`src/rtl/isolated_peak_clip_filter_top_macros.svh`:
```
// assertion macros for the isolated peak clip filter rtl
`ifndef ISOLATED_PEAK_CLIP_FILTER_TOP_MACROS_SVH
`define ISOLATED_PEAK_CLIP_FILTER_TOP_MACROS_SVH

`ifndef ASSERT_OFF
// checked on every clock edge outside reset
`define IPC_ASSERT(lbl, prop) \
  lbl: assert property (@(posedge clk_i) disable iff (!rst_ni) prop) \
    else $error("assertion failed");
// checked on every clock edge, reset included
`define IPC_ASSERT_NR(lbl, prop) \
  lbl: assert property (@(posedge clk_i) prop) \
    else $error("assertion failed");
`else
`define IPC_ASSERT(lbl, prop)
`define IPC_ASSERT_NR(lbl, prop)
`endif

`endif

```
`src/rtl/ipc_pkg.sv`:
```
// shared constants and types of the isolated peak clip filter
`default_nettype none

package ipc_pkg;

  localparam int unsigned MAX_WIDTH  = 1024;
  localparam int unsigned PIX_W      = 16;
  localparam int unsigned COL_W      = $clog2(MAX_WIDTH);
  localparam int unsigned WID_W      = 11;
  localparam int unsigned HGT_W      = 16;
  localparam int unsigned CFG_DATA_W = 16;
  localparam int unsigned CFG_IDX_W  = 1;

  localparam logic [WID_W-1:0] RESET_WIDTH  = WID_W'(MAX_WIDTH);
  localparam logic [HGT_W-1:0] RESET_HEIGHT = HGT_W'(768);

  typedef enum logic [CFG_IDX_W-1:0] {
    REG_FRAME_WIDTH,
    REG_FRAME_HEIGHT
  } cfg_idx_e;

  typedef enum logic {
    KIND_PIXEL,
    KIND_DRAIN
  } kind_e;

  // effective frame geometry and a restart strobe
  typedef struct packed {
    logic [WID_W-1:0] width;
    logic [HGT_W-1:0] height;
    logic             restart;
  } cfg_t;

  // line buffer write and read request
  typedef struct packed {
    logic             we_center;
    logic             we_upper;
    logic [COL_W-1:0] waddr;
    logic [PIX_W-1:0] center_wdata;
    logic [PIX_W-1:0] upper_wdata;
    logic [COL_W-1:0] raddr;
  } lb_req_t;

  // registered line buffer read data
  typedef struct packed {
    logic [PIX_W-1:0] center;
    logic [PIX_W-1:0] right;
    logic [PIX_W-1:0] upper;
  } lb_rd_t;

endpackage

`default_nettype wire

```
`src/rtl/ipc_ctrl.sv`:
```
// input register, raster counters, peak test and result register
`default_nettype none
`include "isolated_peak_clip_filter_top_macros.svh"

module ipc_ctrl import ipc_pkg::*; (
  input  wire logic             clk_i,
  input  wire logic             rst_ni,
  input  wire logic             s_valid_i,
  output logic                  s_ready_o,
  input  wire logic             s_kind_i,
  input  wire logic [PIX_W-1:0] s_pixel_i,
  output logic                  m_valid_o,
  input  wire logic             m_ready_i,
  output logic [PIX_W-1:0]      m_pixel_o,
  output logic                  m_replaced_o,
  output logic                  m_eor_o,
  output logic                  m_eof_o,
  input  cfg_t                  cfg_i,
  output lb_req_t               lb_req_o,
  input  lb_rd_t                lb_rd_i
);

  function automatic logic [PIX_W-1:0] pmax(input logic [PIX_W-1:0] a,
                                            input logic [PIX_W-1:0] b);
    return (a > b) ? a : b;
  endfunction

  logic             in_valid_q, in_valid_d;
  kind_e            in_kind_q;
  logic [PIX_W-1:0] in_pixel_q;

  logic             out_valid_q, out_valid_d;
  logic [PIX_W-1:0] out_pixel_q;
  logic             out_rep_q, out_eor_q, out_eof_q;

  logic [COL_W-1:0] col_q, col_d;
  logic [HGT_W-1:0] row_q, row_d;
  logic [PIX_W-1:0] left_q, left_d;

  logic             out_free, advance, is_pixel, drain_phase;
  logic             take_pixel, take_drain, emit, last_col;
  logic [WID_W-1:0] col_inc;
  logic             has_up, has_down, has_left, has_right, any_nb, peak, replaced;
  logic [PIX_W-1:0] cur, up_v, down_v, left_v, right_v, nb_max, result;

  assign out_free  = !out_valid_q || m_ready_i;
  assign advance   = in_valid_q && out_free;
  assign s_ready_o = !in_valid_q || out_free;

  always_comb begin
    col_inc     = WID_W'(col_q) + WID_W'(1);
    last_col    = col_inc >= cfg_i.width;
    drain_phase = row_q >= cfg_i.height;
    is_pixel    = in_kind_q == KIND_PIXEL;
    take_pixel  = advance && is_pixel && !drain_phase;
    take_drain  = advance && !is_pixel && drain_phase;
    emit        = (take_pixel && row_q != '0) || take_drain;

    // window around the center pixel; absent neighbours count as zero
    cur       = lb_rd_i.center;
    has_up    = is_pixel ? (row_q > HGT_W'(1)) : (cfg_i.height > HGT_W'(1));
    has_down  = is_pixel;
    has_left  = col_q != '0;
    has_right = !last_col;
    up_v      = has_up    ? lb_rd_i.upper : '0;
    down_v    = has_down  ? in_pixel_q    : '0;
    left_v    = has_left  ? left_q        : '0;
    right_v   = has_right ? lb_rd_i.right : '0;
    any_nb    = has_up || has_down || has_left || has_right;
    peak      = (!has_up || up_v < cur) && (!has_down || down_v < cur) &&
                (!has_left || left_v < cur) && (!has_right || right_v < cur);
    nb_max    = pmax(pmax(up_v, down_v), pmax(left_v, right_v));
    replaced  = any_nb && peak;
    result    = replaced ? nb_max : cur;

    col_d  = col_q;
    row_d  = row_q;
    left_d = left_q;
    if (cfg_i.restart) begin
      col_d  = '0;
      row_d  = '0;
      left_d = '0;
    end else if (take_pixel) begin
      if (row_q != '0) begin
        left_d = cur;
      end
      if (last_col) begin
        col_d = '0;
        row_d = row_q + HGT_W'(1);
      end else begin
        col_d = col_q + COL_W'(1);
      end
    end else if (take_drain) begin
      left_d = cur;
      if (last_col) begin
        col_d = '0;
        row_d = '0;
      end else begin
        col_d = col_q + COL_W'(1);
      end
    end

    in_valid_d  = s_ready_o ? s_valid_i : in_valid_q;
    out_valid_d = advance ? emit : (out_valid_q && !m_ready_i);
  end

  assign lb_req_o.we_center    = take_pixel;
  assign lb_req_o.we_upper     = take_pixel && row_q != '0;
  assign lb_req_o.waddr        = col_q;
  assign lb_req_o.center_wdata = in_pixel_q;
  assign lb_req_o.upper_wdata  = cur;
  assign lb_req_o.raddr        = col_d;

  always_ff @(posedge clk_i or negedge rst_ni) begin
    if (!rst_ni) begin
      in_valid_q  <= 1'b0;
      out_valid_q <= 1'b0;
      col_q       <= '0;
      row_q       <= '0;
      left_q      <= '0;
    end else begin
      in_valid_q  <= in_valid_d;
      out_valid_q <= out_valid_d;
      col_q       <= col_d;
      row_q       <= row_d;
      left_q      <= left_d;
    end
  end

  always_ff @(posedge clk_i) begin
    if (s_valid_i && s_ready_o) begin
      in_kind_q  <= kind_e'(s_kind_i);
      in_pixel_q <= s_pixel_i;
    end
    if (advance && emit) begin
      out_pixel_q <= result;
      out_rep_q   <= replaced;
      out_eor_q   <= last_col;
      out_eof_q   <= take_drain && last_col;
    end
  end

  assign m_valid_o    = out_valid_q;
  assign m_pixel_o    = out_pixel_q;
  assign m_replaced_o = out_rep_q;
  assign m_eor_o      = out_eor_q;
  assign m_eof_o      = out_eof_q;

  `IPC_ASSERT(a_col_in_frame, WID_W'(col_q) < cfg_i.width)
  `IPC_ASSERT(a_row_in_frame, row_q <= cfg_i.height)
  `IPC_ASSERT(a_eof_has_eor, out_valid_q && out_eof_q |-> out_eor_q)
  `IPC_ASSERT(a_drain_wraps, take_drain && last_col |=> row_q == '0 && col_q == '0)
  `IPC_ASSERT_NR(a_reset_empty, !rst_ni |-> !out_valid_q && !in_valid_q)

endmodule

`default_nettype wire

```
`config.mk`:
```
export PLATFORM = sky130hd
export DESIGN_NAME = ipc_ctrl
export DESIGN_NICKNAME = d
export VERILOG_FILES = /design/src/rtl/ipc_pkg.sv /design/src/rtl/ipc_ctrl.sv
export VERILOG_INCLUDE_DIRS = /design/src /design/src/rtl
export SDC_FILE = /design/constraint.sdc
export NUM_CORES = 1
export LEC_CHECK = 0
export ABC_AREA = 1
export BUFFER_PORTS_ARGS = -buffer_cell sky130_fd_sc_hd__buf_2
export CELL_PAD_IN_SITES_DETAIL_PLACEMENT = 0
export CELL_PAD_IN_SITES_GLOBAL_PLACEMENT = 1
export CORE_ASPECT_RATIO = 1.1
export CORE_UTILIZATION = 44
export CTS_CLUSTER_SIZE = 25
export DETAILED_ROUTE_END_ITERATION = 12
export HOLD_SLACK_MARGIN = 0.06
export PLACE_DENSITY_LB_ADDON = 0.1
export SLEW_MARGIN = 30
export SYNTH_ARGS = -nofsm -noshare
export SYNTH_HDL_FRONTEND = slang
export SYNTH_SLANG_ARGS = --single-unit
export TNS_END_PERCENT = 10
```
`constraint.sdc`:
```
create_clock -name clk_i -period 12.1 [get_ports clk_i]
set_input_delay 0.605 -clock clk_i [delete_from_list [all_inputs] [get_ports clk_i]]
set_output_delay 0.605 -clock clk_i [all_outputs]
set_load 0.05 [all_outputs]
```
## Word level (Yosys, flattened, before mapping)

Index checks and enable logic that the tools add are counted.

| word-level totals | value |
|---|---|
| register bits | 80 |
| input bits | 97 |
| output and inout port bits | 75 |
| logic and storage cells | 87 |

| cells by class | value |
|---|---|
| add/sub/neg operators | 3 |
| order comparisons | 11 |
| eq/ne operators | 1 |
| multiplexer cells | 23 |
| bitwise gates (word level) | 1 |
| reduce and logical (&&, ||, !) cells | 37 |

Operators with widths:

| cell | count |
|---|---|
| two-way mux 16 bit | 17 |
| < comparator 16 bit | 4 |
| > comparator 16 bit | 3 |
| two-way mux 10 bit | 4 |
| > comparator 16 x 1 -> 1 bit (second input constant) | 2 |
| adder 16 x 1 -> 16 bit (second input constant) | 1 |
| greater-or-equal comparator 16 bit | 1 |
| nonzero test 16 bit | 1 |
| logical AND 1 bit | 14 |
| adder 10 x 1 -> 11 bit (second input constant) | 1 |
| greater-or-equal comparator 11 bit | 1 |
| adder 10 x 1 -> 10 bit (second input constant) | 1 |
| logical OR 1 bit | 10 |
| nonzero test 10 bit | 1 |
| logical NOT 1 bit | 7 |
| AND reduction 2 bit | 2 |
| != test 3 x 2 -> 1 bit (second input constant) | 1 |
| nonzero test 3 bit | 1 |
| two-way mux 1 bit | 2 |
| nonzero test 2 bit | 1 |
| inverter 1 bit | 1 |

## Depth between registers and ports, before layout

| depth | value |
|---|---|
| depth after elaboration | 10 |
| mapped depth | 44 |
| mapped depth without buffers | 42 |

## Worst setup path after synthesis

OpenSTA, ideal clock, no wires.

| timing path | value |
|---|---|
| path kind | reg2reg |
| start point | register col_q[0] |
| end point | register out_pixel_q[15] (netlist: m_pixel_o[15]) (data pin) |
| data arrival time | 5.611 ns |
| data required time | 11.848 ns |
| slack | 6.237 ns |
| cell stages (with the launch flop) | 42 |
| buffers on the path | 3 |
| path through | dfrtp_1 -> inv_1 -> nor3_1 -> nand3_1 -> nor3_1 -> nand2_1 -> xor2_1 -> inv_1 -> ha_1 -> nand2_1 -> inv_1 -> a21oi_1 -> nand2_1 -> nor2_2 -> nand2_2 -> buf_2 -> nor2_1 -> inv_2 -> (+6 left out) -> o211ai_1 -> nand2_1 -> o211ai_2 -> nand2_2 -> buf_2 -> nand2_1 -> nand2_1 -> ha_1 -> nand2_1 -> inv_1 -> nand3_1 -> nor3_1 -> o21ai_1 -> a32oi_1 -> clkbuf_1 -> o21ai_0 -> nand3_1 -> nand2_1 |

| between the ends | value |
|---|---|
| longest elaborated chain between the ends | 8 |
| elaborated cells on any way between the ends | 21 |

Ends and longest elaborated chain:

| item | RTL line | RTL |
|---|---|---|
| from (decl) | ipc_ctrl.sv:36 | `logic [COL_W-1:0] col_q, col_d;` |
| from (signal assigned) | ipc_ctrl.sv:124 | `col_q <= col_d;` |
| adder 10 x 1 -> 11 bit * | ipc_ctrl.sv:51 | `col_inc = WID_W'(col_q) + WID_W'(1);` |
| greater-or-equal comparator 11 bit * | ipc_ctrl.sv:52 | `last_col = col_inc >= cfg_i.width;` |
| named net last_col | ipc_ctrl.sv:41 | `logic take_pixel, take_drain, emit, last_col;` |
| two-way mux 16 bit | ipc_ctrl.sv:68 | `right_v = has_right ? lb_rd_i.right : '0;` |
| > comparator 16 bit / < comparator 16 bit (equally long branches) | ipc_ctrl.sv:25, ipc_ctrl.sv:71 |  |
| two-way mux 16 bit / logical OR 1 bit (equally long branches) | ipc_ctrl.sv:25, ipc_ctrl.sv:71 |  |
| > comparator 16 bit / logical AND 1 bit (equally long branches) | ipc_ctrl.sv:25, ipc_ctrl.sv:71 |  |
| two-way mux 16 bit / logical AND 1 bit (equally long branches) | ipc_ctrl.sv:25, ipc_ctrl.sv:73 |  |
| two-way mux 16 bit * | ipc_ctrl.sv:74 | `result = replaced ? nb_max : cur;` |
| named net result[15] | ipc_ctrl.sv:44 | `logic [PIX_W-1:0] cur, up_v, down_v, left_v, right_v, nb_max, result;` |
| to (signal assigned) | ipc_ctrl.sv:136 | `out_pixel_q <= result;` |
| to (decl) | ipc_ctrl.sv:33 | `logic [PIX_W-1:0] out_pixel_q;` |

The timed path passes the listed nets; every way through them passes the cells marked *.
A chain may end at the register's enable or synchronous reset.

## Worst setup path in the final report

| timing path | value |
|---|---|
| start point | register col_q[0] |
| end point | register out_pixel_q[0] (netlist: m_pixel_o[0]) (data pin) |

| between the ends | value |
|---|---|
| longest elaborated chain between the ends | 8 |
| elaborated cells on any way between the ends | 21 |

Ends and longest elaborated chain:

| item | RTL line | RTL |
|---|---|---|
| adder 10 x 1 -> 11 bit / nonzero test 10 bit (equally long branches) | ipc_ctrl.sv:51, ipc_ctrl.sv:63 |  |
| greater-or-equal comparator 11 bit / two-way mux 16 bit (equally long branches) | ipc_ctrl.sv:52, ipc_ctrl.sv:67 |  |
| two-way mux 16 bit / < comparator 16 bit (equally long branches) | ipc_ctrl.sv:68, ipc_ctrl.sv:71 |  |
| > comparator 16 bit, or another cell as far along | ipc_ctrl.sv:25 | `return (a > b) ? a : b;` |
| two-way mux 16 bit, or another cell as far along | ipc_ctrl.sv:25 |  |
| > comparator 16 bit / logical AND 1 bit (equally long branches) | ipc_ctrl.sv:25, ipc_ctrl.sv:71 |  |
| two-way mux 16 bit / logical AND 1 bit (equally long branches) | ipc_ctrl.sv:25, ipc_ctrl.sv:73 |  |
| two-way mux 16 bit * | ipc_ctrl.sv:74 |  |
| named net result[0] | ipc_ctrl.sv:44 |  |

Marked as above.

==> summary.txt <==
Run status
  • Status: finished, final reports clean

Global routing
  • Number of global-route vias before repair: 7516
  • Remaining Overflow, GRT: 0
  • Met1 Track Usage GR: 30.9%
  • GRT Util Overall: 24.9%
  • GR Util met3: 3.41%
  • GR peak layer: met2
  • Global Route met2 Usage: 43.6%
  • Largest net degree at the start of global routing: 45
  • First-pass GRT wire length: 37.7 mm
  • Initial antenna violation count: 0

Setup path
  • Crit start category: register
  • Worst Path Required: 12.21 ns
  • Critical path fanouts, max: 25
  • Flop2flop setup slack: 5.17 ns
  • Critical path's slowest cell: nand3_1
  • Worst r2r src: col_q[0]
  • Arrival @ worst endpoint: 7.04 ns
  • Cells on worst reg2reg path: 36
  • CP max stage delay: 0.59 ns
  • WS Path Type: register to register
  • Crit end category: register
  • RR Endpoint: m_pixel_o[0]

Route
  • Final wirelength: 23.1 mm
  • WL/cell: 14.9 µm
  • DR vias: 7742
  • TritonRoute pass-1 iters: 5
  • Vias per Instance: 5.02
  • DRC violations left: 0
  • 1st-iter DRT viols: 312
  • DRT antenna net count: 0

Logic synthesis
  • Cell with the most instances after synthesis: nand2_1
  • Top cell type's share of synthesized area: 21.2%
  • Post-Syn Area: 8270 µm²
  • Yosys cell types: 43
  • Mapped Nets: 1391
  • Syn_area_per_cell: 7.16 µm²
  • Yosys top cell by area: ha_1
  • Synth cell count leaders: nand2_1 (274), inv_1 (184), ha_1 (140)
  • Primary FF master, synth: dfrtp_1
  • YS warnings: 0
  • Post-synthesis register bit count: 80
  • Number of synthesized flops with an enable pin: 36
  • Synth Instances: 1154
  • Post-synth ARST share: 55.0%
  • Sequential area share after synthesis: 26.4%
  • Top area cells in the synthesized netlist: ha_1 (21%), dfrtp_1 (13%), edfxtp_1 (13%), nand2_1 (12%), inv_1 (8.4%)

STA
  • Final Skew: 0.00654 ns
  • Final setup vio count: 0
  • Unrepaired setup endpoints after global routing: false
  • Post-layout min period: 6.93 ns
  • Slew margin rel.: 39.4%
  • Final Hold Viols: 0
  • Maximum clock frequency: 0.144 GHz
  • Setup TNS: 0 ns
  • Final worst-path cycle share: 57.3%
  • Hold_ws: 0.338 ns
  • Worst Tran Pin Value: 0.907 ns
  • Final Slew Violations: 0

Power and ir drop
  • Power density over cell area: 97.7 nW/µm²
  • Peak supply drop: 0.0695 mV
  • Leakage Power: 5.39 nW

Final layout
  • Filler cells: 1904
  • FF/Latch Area: 2180 µm²
  • Area Overhead vs Synth: 15.2%
  • Number of diodes: 0
  • Layout cells sized above 1: 18.5%
  • Finished Cell Area: 9520 µm²
  • NumNets Final: 1532
  • Area of the multi-input gates: 5060 µm²

Flow run
  • Max-cap viol count: 0

Clocking
  • TritonCTS clock tree: built
  • CTS resizes: 0
  • Htree depth: 3
  • Reg clk slew, reported paths: 0.07 ns
  • Post-CTS Setup Bufs: 0
  • Clock tree root driver cell: clkbuf_16
  • Clock tree sinks: 80
  • Skew-Pair Late Insertion Delay: 0.36 ns
  • CTS Buffer Depth: 2
  • TritonCTS buffer count: 9
  • Hold_buf cts: 0

Placement
  • PortBufs: 171
  • Area of placed instances: 9200 µm²
  • Detailed placement HPWL: 18.6 mm
  • GP Congestion: 0.906

Floorplanning
  • Core area: 18400 µm²
  • Initial Util: 44.9%
  • Die area: 19300 µm²
  • # IOs: 172
  • Die width: 133 µm
  • Std-Cell Rows: 52
  • Die height: 146 µm

Min path
  • Min-delay worst type: input port to asynchronous set/reset pin
## power by group
part	internal, W	leakage [nW]	total (W)	switching (W)
clock	0.000185	0.163	0.000307	0.000122
sequential	0.000302	0.936	0.000311	0.00000845
combinational	0.000100	4.29	0.000312	0.000212
total	0.000588	5.39	0.000930	0.000343
## stage by stage
step | utilization, % | instances | total power, W | worst slack (ns)
floorplan | - | 1154 | 0.000548 | 6.24
global placement | 49.9 | 1527 | 0.000626 | 5.55
detailed placement | 49.9 | 1527 | 0.000629 | 5.27
CTS | 51.7 | 1543 | 0.000937 | 5.26
global route | 51.7 | 1543 | 0.000990 | 4.29
finish | 51.7 | 1543 | 0.000930 | 5.17
## kinds of logic (layout without fill, tap and decap cells)
group | count (synthesis) | in the layout | synth area share [%]
xor+xnor | 17 | 17 | 1.80
compound gates | 171 | 171 | 11.9
fa+ha+maj | 140 | 140 | 21.2
flops | 80 | 80 | 26.4
simple gates | 497 | 497 | 26.1
buf+inv | 249 | 395 | 12.6
## worst max-delay path by stage
stage          startpoint       endpoint  slack (ns)  cells after the start
3_5_place_dp     col_q[0]   m_pixel_o[0]        5.27                     36
5_1_grt          col_q[0]   m_pixel_o[0]        4.29                     36
6_report         col_q[0]   m_pixel_o[0]        5.17                     36
2_1_floorplan    col_q[0]  m_pixel_o[15]        6.24                     41
3_3_place_gp     col_q[0]   m_pixel_o[0]        5.55                     36
4_1_cts          col_q[0]   m_pixel_o[0]        5.26                     36
## per-layer routing
metal	routed length, µm	part of all wire (%)
met1	10100	44
met5	0	0
met4	531	2.3
met3	1030	4.5
met2	11400	49
## area by class of cell
cell class              count  share of cell area (%)
clock inverters             4                   0.512
well taps                 243                    3.19
inverters                 205                    8.08
multi-input cells         825                    53.1
clock buffers              12                    2.93
flip-flops and latches     80                    22.9
repair buffers            174                    9.22
## critical path, delay by kind of cell, from the launching register on
kind                     cells  cell delay (ns)
buffers and inverters        7             0.76
AND/OR/NAND/NOR             19             3.72
adder cells (fa/ha/maj)      3             0.74
XOR/XNOR                     1             0.14
flip-flops                   1             0.42
AO/OA/AOI/OAI                6             0.88
## placed cells by master (no fill, tap or decap), drive strengths merged, types with 3 or more instances in the layout
| cell | instances |
|---|---|
| inv | 205 |
| o221a | 3 |
| nand4 | 16 |
| edfxtp | 36 |
| nand3 | 82 |
| a211oi | 8 |
| a22o | 3 |
| xor2 | 15 |
| ha | 140 |
| dfrtp | 44 |
| clkinv | 3 |
| buf | 174 |
| a21oi | 63 |
| o31ai | 16 |
| nor4 | 3 |
| o211ai | 3 |
| o21ai | 66 |
| o21a | 3 |
| nor3 | 16 |
| clkbuf | 12 |
| nor2 | 94 |
| nand2 | 282 |
## sequential cells by signal, indices dropped and copies added (netlist names)
signal        cells
m_valid_o         1
m_eof_o           1
left_q           16
in_valid_q        1
row_q            16
m_eor_o           1
col_q            10
in_pixel_q       16
m_replaced_o      1
m_pixel_o        16
in_kind_q         1
(Power assumes the default switching activity.)
