==> config.mk <==
export PLATFORM = sky130hd
export DESIGN_NAME = ipc_cfg
export DESIGN_NICKNAME = d
export VERILOG_FILES = /design/src/rtl/isolated_peak_clip_filter_top_macros.svh /design/src/rtl/ipc_pkg.sv /design/src/rtl/ipc_cfg.sv
export SDC_FILE = /design/constraint.sdc
export NUM_CORES = 1
export LEC_CHECK = 0
export ABC_AREA = 1
export BUFFER_PORTS_ARGS = -buffer_cell sky130_fd_sc_hd__buf_2
export CORE_MARGIN = 2
export CORE_UTILIZATION = 42
export DETAILED_ROUTE_END_ITERATION = 8
export PLACE_DENSITY = 0.74
export SLEW_MARGIN = 5
export SYNTH_ARGS = -nofsm -noshare
export SYNTH_HDL_FRONTEND = slang
export SYNTH_SLANG_ARGS = --single-unit
==> constraint.sdc <==
create_clock -name clk_i -period 0.8 [get_ports clk_i]
set_input_delay 0.08 -clock clk_i [delete_from_list [all_inputs] [get_ports clk_i]]
set_output_delay 0.08 -clock clk_i [all_outputs]
set_load 0.02 [all_outputs]
==> src/rtl/isolated_peak_clip_filter_top_macros.svh <==
// assertion macros for the isolated peak clip filter rtl
`ifndef ISOLATED_PEAK_CLIP_FILTER_TOP_MACROS_SVH
`define ISOLATED_PEAK_CLIP_FILTER_TOP_MACROS_SVH

`ifndef ASSERT_OFF
// checked on every clock edge outside reset
`define IPC_ASSERT(lbl, prop) \
  lbl: assert property (@(posedge clk_i) disable iff (!rst_ni) prop) \
    else $error("assertion failed");
// checked on every clock edge, reset included
`define IPC_ASSERT_NR(lbl, prop) \
  lbl: assert property (@(posedge clk_i) prop) \
    else $error("assertion failed");
`else
`define IPC_ASSERT(lbl, prop)
`define IPC_ASSERT_NR(lbl, prop)
`endif

`endif

==> src/rtl/ipc_pkg.sv <==
// shared constants and types of the isolated peak clip filter
`default_nettype none

package ipc_pkg;

  localparam int unsigned MAX_WIDTH  = 1024;
  localparam int unsigned PIX_W      = 16;
  localparam int unsigned COL_W      = $clog2(MAX_WIDTH);
  localparam int unsigned WID_W      = 11;
  localparam int unsigned HGT_W      = 16;
  localparam int unsigned CFG_DATA_W = 16;
  localparam int unsigned CFG_IDX_W  = 1;

  localparam logic [WID_W-1:0] RESET_WIDTH  = WID_W'(MAX_WIDTH);
  localparam logic [HGT_W-1:0] RESET_HEIGHT = HGT_W'(768);

  typedef enum logic [CFG_IDX_W-1:0] {
    REG_FRAME_WIDTH,
    REG_FRAME_HEIGHT
  } cfg_idx_e;

  typedef enum logic {
    KIND_PIXEL,
    KIND_DRAIN
  } kind_e;

  // effective frame geometry and a restart strobe
  typedef struct packed {
    logic [WID_W-1:0] width;
    logic [HGT_W-1:0] height;
    logic             restart;
  } cfg_t;

  // line buffer write and read request
  typedef struct packed {
    logic             we_center;
    logic             we_upper;
    logic [COL_W-1:0] waddr;
    logic [PIX_W-1:0] center_wdata;
    logic [PIX_W-1:0] upper_wdata;
    logic [COL_W-1:0] raddr;
  } lb_req_t;

  // registered line buffer read data
  typedef struct packed {
    logic [PIX_W-1:0] center;
    logic [PIX_W-1:0] right;
    logic [PIX_W-1:0] upper;
  } lb_rd_t;

endpackage

`default_nettype wire

==> src/rtl/ipc_cfg.sv <==
// configuration registers with width and height clamping
`default_nettype none

module ipc_cfg import ipc_pkg::*; (
  input  wire logic                  clk_i,
  input  wire logic                  rst_ni,
  input  wire logic                  cfg_we_i,
  input  wire logic [CFG_IDX_W-1:0]  cfg_idx_i,
  input  wire logic [CFG_DATA_W-1:0] cfg_data_i,
  output cfg_t                       cfg_o
);

  logic [WID_W-1:0] width_q, width_d, wr_width;
  logic [HGT_W-1:0] height_q, height_d, wr_height;

  always_comb begin
    wr_width  = cfg_data_i[WID_W-1:0];
    wr_height = cfg_data_i[HGT_W-1:0];
    width_d   = width_q;
    height_d  = height_q;
    if (cfg_we_i) begin
      case (cfg_idx_e'(cfg_idx_i))
        REG_FRAME_WIDTH: begin
          if (wr_width == '0) begin
            width_d = WID_W'(1);
          end else if (wr_width > WID_W'(MAX_WIDTH)) begin
            width_d = WID_W'(MAX_WIDTH);
          end else begin
            width_d = wr_width;
          end
        end
        REG_FRAME_HEIGHT: begin
          height_d = (wr_height == '0) ? HGT_W'(1) : wr_height;
        end
        default: begin
        end
      endcase
    end
  end

  always_ff @(posedge clk_i or negedge rst_ni) begin
    if (!rst_ni) begin
      width_q  <= RESET_WIDTH;
      height_q <= RESET_HEIGHT;
    end else begin
      width_q  <= width_d;
      height_q <= height_d;
    end
  end

  assign cfg_o.width   = width_q;
  assign cfg_o.height  = height_q;
  assign cfg_o.restart = cfg_we_i;

endmodule

`default_nettype wire

* Word level (Yosys, flattened, before mapping)
Cells that the tools add are included.
** Word-level totals
- Register bits after elaboration :: 27
- Bits of input ports :: 20
- Output and inout port bits :: 28
- Logic and storage cells :: 11
** Operators by class
- Order comparisons :: 1
- Multiplexer cells :: 3
- Bitwise operators :: 1
- Reductions and logical operators :: 4
** Operators with widths (number)
- $mux W11 :: 2
- $logic_not A16 Y1 :: 1
- $mux W16 :: 1
- $gt A11 B11 Y1 const B :: 1
- $logic_not A11 Y1 :: 1
- $reduce_and A2 Y1 :: 2
- $not A1 Y1 :: 1

* Longest topological paths before layout
Gate-level depths: netlist of run 1.
- Depth after elaboration :: 3
- Mapped depth :: 7
- Gate-level depth less buffers :: 7

* Worst setup path before layout of run 1
OpenSTA, ideal clock, no wires.
- Path type :: flip-flop to flip-flop
- Start point :: register height_q[8] (netlist name)
- End point :: register height_q[8]
- Library setup time :: 0.079 ns
- Arrival :: 0.682 ns
- Data required time :: 0.721 ns
- Slack :: 0.039 ns
- Cell stages (with the launch flop) :: 3
- Path buffers :: 0
- Period minus slack after synthesis :: 0.761 ns
- Cells stage by stage :: dfstp_2 > nand2_1 > o21ai_0
** RTL lines
- to (signal assigned) :: line ipc_cfg.sv:47 : height_q <= height_d;
- to (decl) :: line ipc_cfg.sv:14 : logic [HGT_W-1:0] height_q, height_d, wr_height;

* Worst setup path after layout of run 1
- Start point :: register width_q[10]
- End point :: output cfg_o[27] in the netlist's numbering
** RTL lines
- from (decl) :: line ipc_cfg.sv:13 : logic [WID_W-1:0] width_q, width_d, wr_width;
- from (signal assigned) :: line ipc_cfg.sv:46 : width_q <= width_d;
- to (decl) :: line ipc_cfg.sv:10 : output cfg_t cfg_o
No word-level cell between the ends.

==> flow_summary.json, run 1 <==
{
  "post_drt_wl_per_cell_um": 12.3,
  "ys_warn_count": 0,
  "finalPower_mw": 3.38,
  "reg2regPathDepth": 4,
  "place_congestion": 0.789,
  "cpMaxStageDelayCell": "dfstp_2",
  "antenna_found_initial": 0,
  "dp_hpwl_mm": 2.13,
  "crit_arrival_ns": 1.02,
  "clk_latency_ns": 0.33,
  "portBuffers": 47,
  "yosysUniqueCellTypes": 16,
  "cp-start-kind": "register",
  "power_leakage_nw": 1.01,
  "die_w_um": 56.0,
  "synth_fp_nets": 153,
  "fin_area_um2": 1860,
  "grt_pass1_vias": 1143,
  "dpl.cell_count": 222,
  "die_h_um": 56.0,
  "cts.reportedPaths.clkPinSlew_ns": 0.14,
  "seq_area_frac_synth_pct": 59.8,
  "vdd_drop_max_mv": 1.43,
  "met1_usage_pct": 24.8,
  "power.switching_mw": 1.05,
  "place_area_um2": 1500,
  "required_ns": 0.72,
  "p_comb_share_pct": 33.4,
  "status": "finished with violations",
  "sw_frac_of_total_pct": 31.1,
  "max_freq_mhz": 909,
  "final-max-slew-violation-count": 0,
  "met3_usage_pct": 2.09,
  "grt_pass1_wl_mm": 4.95,
  "numCtsBuffers": 3,
  "syn_inst": 133,
  "drt_wl_total_mm": 2.96,
  "ioPinCount": 48,
  "ctsHtreeMaxLevel": 1,
  "start_util_pct": 45.0,
  "via_per_inst": 4.67,
  "cp_cell_sequence": "buf_6",
  "min_path_cells": 3,
  "maxCapViolCount": 0,
  "final_antenna_net_count": 0,
  "worst_slew_pin_slew_ns": 0.283,
  "cpPeakStageDelay_ns": 0.57,
  "crit_fanout": 2,
  "clkPwrFrac_pct": 17.6,
  "rsz0062_at_grt": "true",
  "syn-cell-area_um2": 1140,
  "p_int_mw": 2.33,
  "cellPowerDensity_nw_per_um2": 1820,
  "sequentialPowerShare_pct": 49.0,
  "grt_max_degree": 15,
  "synth-seq-cells": 27,
  "area.growth.synth_to_final_pct": 63.5,
  "fin_tns_setup_ns": -4.91,
  "skew_ns": 0,
  "path_depth": 1,
  "cts_tree": "built",
  "hp-class": "input port to register",
  "grt-ovfl-total": 0,
  "setup_violations": 30,
  "final.min_clock_period_ns": 1.10,
  "crit_path_end_kind": "primary output",
  "max_slew_margin_pct": 81.1,
  "worst-path-buf-inv": 1,
  "crit_family": "flip-flops",
  "critPathKind": "register to primary output",
  "core_area_um2": 2520,
  "finalCritPeriodShare_pct": 137,
  "antenna_cells": 0,
  "firstDrtPassIters": 4,
  "fill_cells": 192,
  "syn_avg_cell_area_um2": 8.54,
  "grt_usage_pct": 19.7,
  "cts_root_buffer": "clkbuf_4",
  "cts_sinks": 27,
  "drc": 0,
  "whs_ns": -0.00544,
  "vias": 1126,
  "drive_above_1_share_pct": 43.6,
  "drtIter0Drc": 27,
  "nets": 232,
  "dieArea_um2": 3140,
  "finalHoldViolations": 1,
  "setup_slack_ns": -0.300,
  "grt_busiest_layer": "met2",
  "cts_buffer_depth": 2,
  "grt_use_met2_pct": 33.1,
  "num_rows": 18,
  "finalNonFillerCells": 241,
  "violations": "hold timing, setup timing"
}
cell families (layout without fill, tap and decap cells):
family                 Yosys count  count (layout)  share of synthesized area, %
and+or+nand+nor                 77              77                          26.9
DFF                             27              27                          59.8
buffers and inverters           16              94                          6.17
AOI/OAI and AO/OA               13              13                          7.16
placed cells by master (no fill, tap or decap), types with 2 or more instances in the layout:
master and n:
buf_2 20, buf_4 26, buf_6 31, clkbuf_4 3, dfrtp_1 24, dfstp_2 3
inv_1 11, nand2_1 51, nand2_2 4, nand3_1 10, nor2_1 9, o21ai_0 4
o21ai_1 4, o21ai_2 2
what timing repair did:
| item | in CTS | in global routing |
|---|---|---|
| setup endpoints to repair | 27 | 32 |
| hold endpoints to repair | 27 | 0 |
| hold buffers | 1 | 0 |
| setup buffers | 6 | 9 |
| resized for setup | 54 | 17 |
| pin swaps | 0 | 6 |
metrics by stage:
| stage | utilization [%] | worst slack, ns | hold slack (ns) |
|---|---|---|---|
| after global routing | 73.7 | -0.339 | 0.00445 |
| after floorplan | - | 0.0389 | -0.216 |
| after detailed placement | 59.6 | -0.149 | -0.0214 |
| final | 73.7 | -0.300 | -0.00544 |
| after CTS | 69.5 | -0.299 | 0.0000714 |
| after global placement | 59.6 | -0.142 | -0.0297 |
power by group through the flow:
stage	clock [mW]	sequential (mW)	combinational, mW
after global routing	0.661	1.68	1.22
after global placement	0	1.64	0.751
after floorplan	0	1.85	0.205
after CTS	0.618	1.65	1.01
after detailed placement	0	1.64	0.765
final	0.597	1.66	1.13
metal layers:
layer	up-vias	wire, um
met2	22	1560
met5	-	0
li1	574	-
met3	7	83
met1	523	1260
met4	0	70
area by class of cell:
cell class / count / area, um2 / area share (%)
Sequential cell: 27 / 679 / 36.6
Timing Repair Buffer: 78 / 654 / 35.2
Multi-Input combinational cell: 90 / 415 / 22.4
Inverter: 12 / 45.0 / 2.42
Tap cell: 30 / 37.5 / 2.02
Clock buffer: 4 / 26.3 / 1.41
worst paths after layout:
| check | from | endpoint | slack, ns |
|---|---|---|---|
| min reg2reg | height_q[9]$_DFFE_PN1P_ | height_q[9]$_DFFE_PN1P_ | 0.49 |
| max reg2reg | width_q[6]$_DFFE_PN0P_ | width_q[6]$_DFFE_PN0P_ | -0.07 |
| min in group asynchronous | rst_ni | height_q[10]$_DFFE_PN0P_ | 0.13 |
| min | cfg_data_i[15] | height_q[15]$_DFFE_PN0P_ | -0.005 |
| max in group asynchronous | rst_ni | height_q[1]$_DFFE_PN0P_ | 0.27 |
| max | width_q[10]$_DFFE_PN1P_ | cfg_o[27] | -0.30 |
registers in the layout (all words and copies together), names as in the netlist:
signal    count
width_q      11
height_q     16
cell usage after synthesis (all sizes together):
| cell type | instances | area share [%] |
|---|---|---|
| o21a | 1 | 0.66 |
| nand3 | 10 | 4.4 |
| nand2 | 55 | 18 |
| a21oi | 1 | 0.44 |
| nand4 | 1 | 0.55 |
| inv | 11 | 3.6 |
| nor3 | 1 | 0.44 |
| nor2 | 10 | 3.3 |
| dfrtp | 24 | 53 |
| o21ai | 10 | 4.4 |
| clkinv | 1 | 0.33 |
| buf | 4 | 2.2 |
| dfstp | 3 | 6.9 |
| o21bai | 1 | 1.7 |
worst reg2reg max path: cells and delay by family (launching register included):
| family | cells | cell delay (ns) |
|---|---|---|
| flops | 1 | 0.42 |
| buf+inv | 2 | 0.26 |
| simple gates | 2 | 0.10 |
Note: power is estimated with default switching activity, not from simulation.
==> run 2, diff against run 1 <==
Settings changed: CORE_UTILIZATION 42 to 50, PLACE_DENSITY 0.74 to 0.83, REMOVE_ABC_BUFFERS set to 1.
Clock period 0.8 ns to 1.3 ns, I/O delays scaled along.
==> run 2 against run 1 <==
The run now ends clean. Final area down 22%. Non-clock buffer count down 27. Critical path depth unchanged. Critical path type unchanged. Highest routed layer unchanged.
==> flow_summary.json, run 2 (synthesized netlist as in run 1, its figures left out) <==
{
  "status": "finished, final reports clean",
  "area.growth.synth_to_final_pct": 26.8,
  "critPathKind": "register to primary output",
  "fin_util_pct": 66.4,
  "layout_commonest_cell": "nand2_1",
  "crit_arrival_ns": 1.05,
  "vdd_drop_max_mv": 0.944,
  "required_ns": 1.17,
  "crit_path_end_kind": "primary output",
  "vias": 1037,
  "fin_area_um2": 1440,
  "cp_cell_sequence": "buf_2",
  "regMostFlops": "height_q",
  "setup_violations": 0,
  "dp_hpwl_mm": 2.03,
  "cpPeakStageDelay_ns": 0.56,
  "drtIter0Drc": 20,
  "p_comb_share_pct": 24.5,
  "drt_wl_total_mm": 2.52,
  "crit_fanout": 2,
  "finalNonFillerCells": 212,
  "post_drt_wl_per_cell_um": 11.9,
  "skew_ns": 0,
  "clk_latency_ns": 0.32,
  "sequentialPowerShare_pct": 55.5,
  "core_area_um2": 2170,
  "num_rows": 17,
  "hold_start": "cfg_data_i[7]",
  "ctsHtreeMaxLevel": 1,
  "firstDrtPassIters": 4,
  "crit_family": "flip-flops",
  "sw_frac_of_total_pct": 32.4,
  "crit_path_start": "width_q[10]$_DFFE_PN1P_",
  "rsz0062_at_grt": "false",
  "die_h_um": 51.7,
  "final_cell_mix": "nand2_1 (55), buf_2 (47), dfrtp_1 (24)",
  "dieArea_um2": 2670,
  "grt_usage_pct": 22.0,
  "worst_slew_pin_slew_ns": 0.565,
  "numCtsBuffers": 3,
  "finalHoldViolations": 0,
  "max_slew_margin_pct": 62.3,
  "p_int_mw": 1.22,
  "dpl.cell_count": 207,
  "final_antenna_net_count": 0,
  "largestRegisters": "height_q: 16 flops, width_q: 11 flops",
  "max_freq_mhz": 849,
  "fin_tns_setup_ns": 0,
  "hp-class": "input port to register",
  "worstReg2RegStart": "height_q[9]$_DFFE_PN1P_",
  "cts_resized": 0,
  "antenna_found_initial": 0,
  "nets": 205,
  "via_per_inst": 4.89,
  "worst-path-buf-inv": 1,
  "cpMaxStageDelayCell": "dfstp_2",
  "largest_reg_flops": 16,
  "finalPower_mw": 1.80,
  "place_area_um2": 1400,
  "cp-start-kind": "register",
  "cts_sinks": 27,
  "place_congestion": 0.800,
  "final-max-slew-violation-count": 0,
  "cellPowerDensity_nw_per_um2": 1250,
  "portBuffers": 47,
  "power_leakage_nw": 0.830,
  "clkPwrFrac_pct": 20.0,
  "ioPinCount": 48,
  "start_util_pct": 52.4,
  "power.switching_uw": 582,
  "final.min_clock_period_ns": 1.18,
  "antenna_cells": 0,
  "cts.reportedPaths.clkPinSlew_ns": 0.14,
  "drive_above_1_share_pct": 31.0,
  "grt-ovfl-total": 0,
  "cts_tree": "built",
  "die_w_um": 51.7,
  "finalCritPeriodShare_pct": 90.6,
  "grt_max_degree": 28,
  "fill_cells": 223,
  "grt_pass1_vias": 991,
  "cts_root_buffer": "clkbuf_4",
  "cts_buffer_depth": 2,
  "drc": 0,
  "grt_pass1_wl_mm": 4.28,
  "maxCapViolCount": 0
}
-- run 2: cell count changes in the layout (fill, tap and decap cells not counted), sizes merged --
| cell | change |
|---|---|
| buf | -27 |
-- run 2: worst paths after layout --
kind / cells after the start / slack [ns] / end
min: 3 / 0.02 / height_q[7]$_DFFE_PN0P_
max in group asynchronous: 2 / 0.61 / height_q[9]$_DFFE_PN1P_
max: 1 / 0.12 / cfg_o[27]
min in group asynchronous: 2 / 0.30 / width_q[2]$_DFFE_PN0P_
min reg2reg: 2 / 0.50 / height_q[12]$_DFFE_PN0P_
max reg2reg: 2 / 0.55 / height_q[9]$_DFFE_PN1P_
-- run 2: metrics by stage --
step                hold WS [ns]  setup slack [ns]
finish                    0.0241             0.123
global route              0.0326            0.0951
CTS                       0.0228             0.122
detailed placement         0.154             0.270
global placement           0.156             0.290
floorplan                 -0.166             0.157
-- run 2: timing repair --
item / 4_1_cts / 5_1_grt
buffers inserted: 0 / 0
endpoints found under the hold margin: 24 / 0
hold buffers: 1 / 0
-- run 2: layer usage --
metal / up-vias / part of all wire, % / GRT usage, % / wire length, um
met3: 6 / 5.8 / 2.87 / 146
met5: - / 0 / 0 / 0
met2: 43 / 50 / 37.8 / 1250
met4: 0 / 2.5 / 11.8 / 64
li1: 516 / - / - / -
met1: 472 / 42 / 26.8 / 1060
-- run 2: worst register-to-register path, cell delays in order, from the launching register on --
cell and delay (ns):
dfstp_2 0.56, nand2_1 0.05, o21ai_0 0.08
-- run 2: final cells by class --
type | count | area (um2) | area share [%]
inverters | 12 | 45.0 | 3.13
clock buffers | 4 | 26.3 | 1.82
multi-input cells | 90 | 387 | 26.8
flip-flops and latches | 27 | 679 | 47.2
well taps | 28 | 35.0 | 2.43
repair buffers | 51 | 268 | 18.6
-- run 2: power groups by stage --
stage	Combinational [mW]	Clock, mW	Sequential [mW]
after detailed placement	0.441	0	1.01
after global placement	0.432	0	1.01
after global routing	0.483	0.398	1.01
after floorplan	0.117	0	1.14
after CTS	0.445	0.368	0.999
final	0.440	0.360	0.998
==> run 3, diff against run 2 <==
Settings changed: CORE_MARGIN 2 to 5.
==> run 3 against run 2 <==
Maximum frequency up 1.2%. Worst setup slack better by 0.014 ns. Cell count fell by 0.47%.
==> flow_summary.json, run 3 (synthesized netlist as in run 1, its figures left out) <==
{
  "antenna_cells": 0,
  "r2r_setup_slack_ns": 0.55,
  "grt_usage_pct": 17.1,
  "hold_start": "cfg_data_i[4]",
  "ff_latch_area_um2": 679,
  "dp_hpwl_mm": 2.01,
  "start_util_pct": 51.9,
  "m1WireLength_mm": 1.11,
  "via_per_inst": 4.95,
  "drc": 0,
  "fin_tns_setup_ns": 0,
  "crit_arrival_ns": 1.03,
  "grt_pass1_vias": 1022,
  "vias": 1045,
  "grt-ovfl-total": 0,
  "fill_cells": 188,
  "drtIter0Drc": 28,
  "crit_fanout": 2,
  "drive_above_1_share_pct": 30.6,
  "num_rows": 17,
  "skew_ns": 0,
  "post_drt_wl_per_cell_um": 12.3,
  "worst-path-buf-inv": 1,
  "cts_root_buffer": "clkbuf_4",
  "largestRegisters": "height_q: 16 flops, width_q: 11 flops",
  "maxCapViolCount": 0,
  "final_antenna_net_count": 0,
  "clk_latency_ns": 0.31,
  "layout_commonest_cell": "nand2_1",
  "firstDrtPassIters": 4,
  "ctsHtreeMaxLevel": 1,
  "final_cell_mix": "nand2_1 (55), buf_2 (47), dfrtp_1 (24)",
  "cp-start-kind": "register",
  "cts_tree": "built",
  "place_area_um2": 1400,
  "dpl.cell_count": 206,
  "reg2regPathDepth": 2,
  "final.min_clock_period_ns": 1.16,
  "finalNonFillerCells": 211,
  "postCtsSetupBuffers": 0,
  "core_area_um2": 2190,
  "fin_area_um2": 1430,
  "largest_reg_flops": 16,
  "worstReg2RegStart": "height_q[9]$_DFFE_PN1P_",
  "ioPinCount": 48,
  "dieArea_um2": 3330,
  "area.growth.synth_to_final_pct": 26.1,
  "max_slew_margin_pct": 61.5,
  "fin_util_pct": 65.4,
  "numCtsBuffers": 3,
  "worst_slew_pin_slew_ns": 0.578,
  "cpMaxStageDelayCell": "dfstp_2",
  "antenna_found_initial": 0,
  "max_freq_mhz": 860,
  "status": "finished, final reports clean",
  "final-max-slew-violation-count": 0,
  "setup_violations": 0,
  "cp_cell_sequence": "buf_2",
  "whs_ns": 0.0363,
  "die_h_um": 57.7,
  "crit_family": "flip-flops",
  "regMostFlops": "height_q",
  "cts.reportedPaths.clkPinSlew_ns": 0.14,
  "rsz0062_at_grt": "false",
  "cpPeakStageDelay_ns": 0.56,
  "cts_sinks": 27,
  "power_leakage_nw": 0.825,
  "hp-class": "input port to register",
  "ctsHoldBuffers": 1,
  "hold_end": "height_q[4]$_DFFE_PN0P_",
  "multi_input_comb_area_um2": 387,
  "dr_wl_met2_mm": 1.27,
  "portBuffers": 47,
  "grt_max_degree": 28,
  "die_w_um": 57.7,
  "vdd_drop_max_mv": 0.897,
  "cts_buffer_depth": 2,
  "critPathKind": "register to primary output",
  "met3_length_um": 192,
  "required_ns": 1.17,
  "grt_pass1_wl_mm": 4.46,
  "finalCritPeriodShare_pct": 89.5,
  "place_congestion": 0.794,
  "cts_resized": 0,
  "reg2reg_to": "height_q[9]$_DFFE_PN1P_",
  "min_path_cells": 3,
  "crit_path_end_kind": "primary output",
  "drt_wl_total_mm": 2.59,
  "nets": 204,
  "top_layer_used": "met4",
  "finalHoldViolations": 0,
  "cellPowerDensity_nw_per_um2": 1250
}
## run 3: cell types whose count changed in the layout (fill, tap and decap cells not counted), sizes merged
cell  change
buf       -1
## run 3: how the worst max path moves through the flow
stage	startpoint	end	slack, ns	depth (start not counted)
final	width_q[10]$_DFFE_PN1P_	cfg_o[27]	0.14	1
after global routing	width_q[10]$_DFFE_PN1P_	cfg_o[27]	0.09	1
after CTS	width_q[10]$_DFFE_PN1P_	cfg_o[27]	0.12	1
after detailed placement	cfg_we_i	width_q[9]$_DFFE_PN0P_	0.21	6
after global placement	cfg_we_i	width_q[1]$_DFFE_PN0P_	0.29	6
after floorplan	cfg_we_i	width_q[8]$_DFFE_PN0P_	0.16	5
## run 3: area by class of cell
| class | instances | area share, % |
|---|---|---|
| clock buffers | 4 | 1.83 |
| flip-flops and latches | 27 | 47.4 |
| repair buffers | 50 | 18.2 |
| well taps | 28 | 2.45 |
| multi-input cells | 90 | 27.0 |
| inverters | 12 | 3.14 |
## run 3: metrics by stage
stage          power, mW  setup slack (ns)
2_1_floorplan       1.25             0.157
3_3_place_gp        1.44             0.290
3_5_place_dp        1.45             0.210
4_1_cts             1.80             0.125
5_1_grt             1.90            0.0892
6_report            1.79             0.137
## run 3: per-layer routing
layer	global-route usage, %	vias up
met1	21.5	498
met4	6.29	0
met3	4.01	2
li1	-	509
met2	28.5	36
met5	0	-
## run 3: worst reg2reg max path: stages, from the launching register on
cell and delay [ns]:
dfstp_2 0.55, nand2_1 0.05, o21ai_0 0.08
## run 3: power breakdown
| group | internal, mW | switching [mW] |
|---|---|---|
| combinational | 0.148 | 0.288 |
| clock | 0.120 | 0.232 |
| sequential | 0.946 | 0.0512 |
| total | 1.21 | 0.572 |
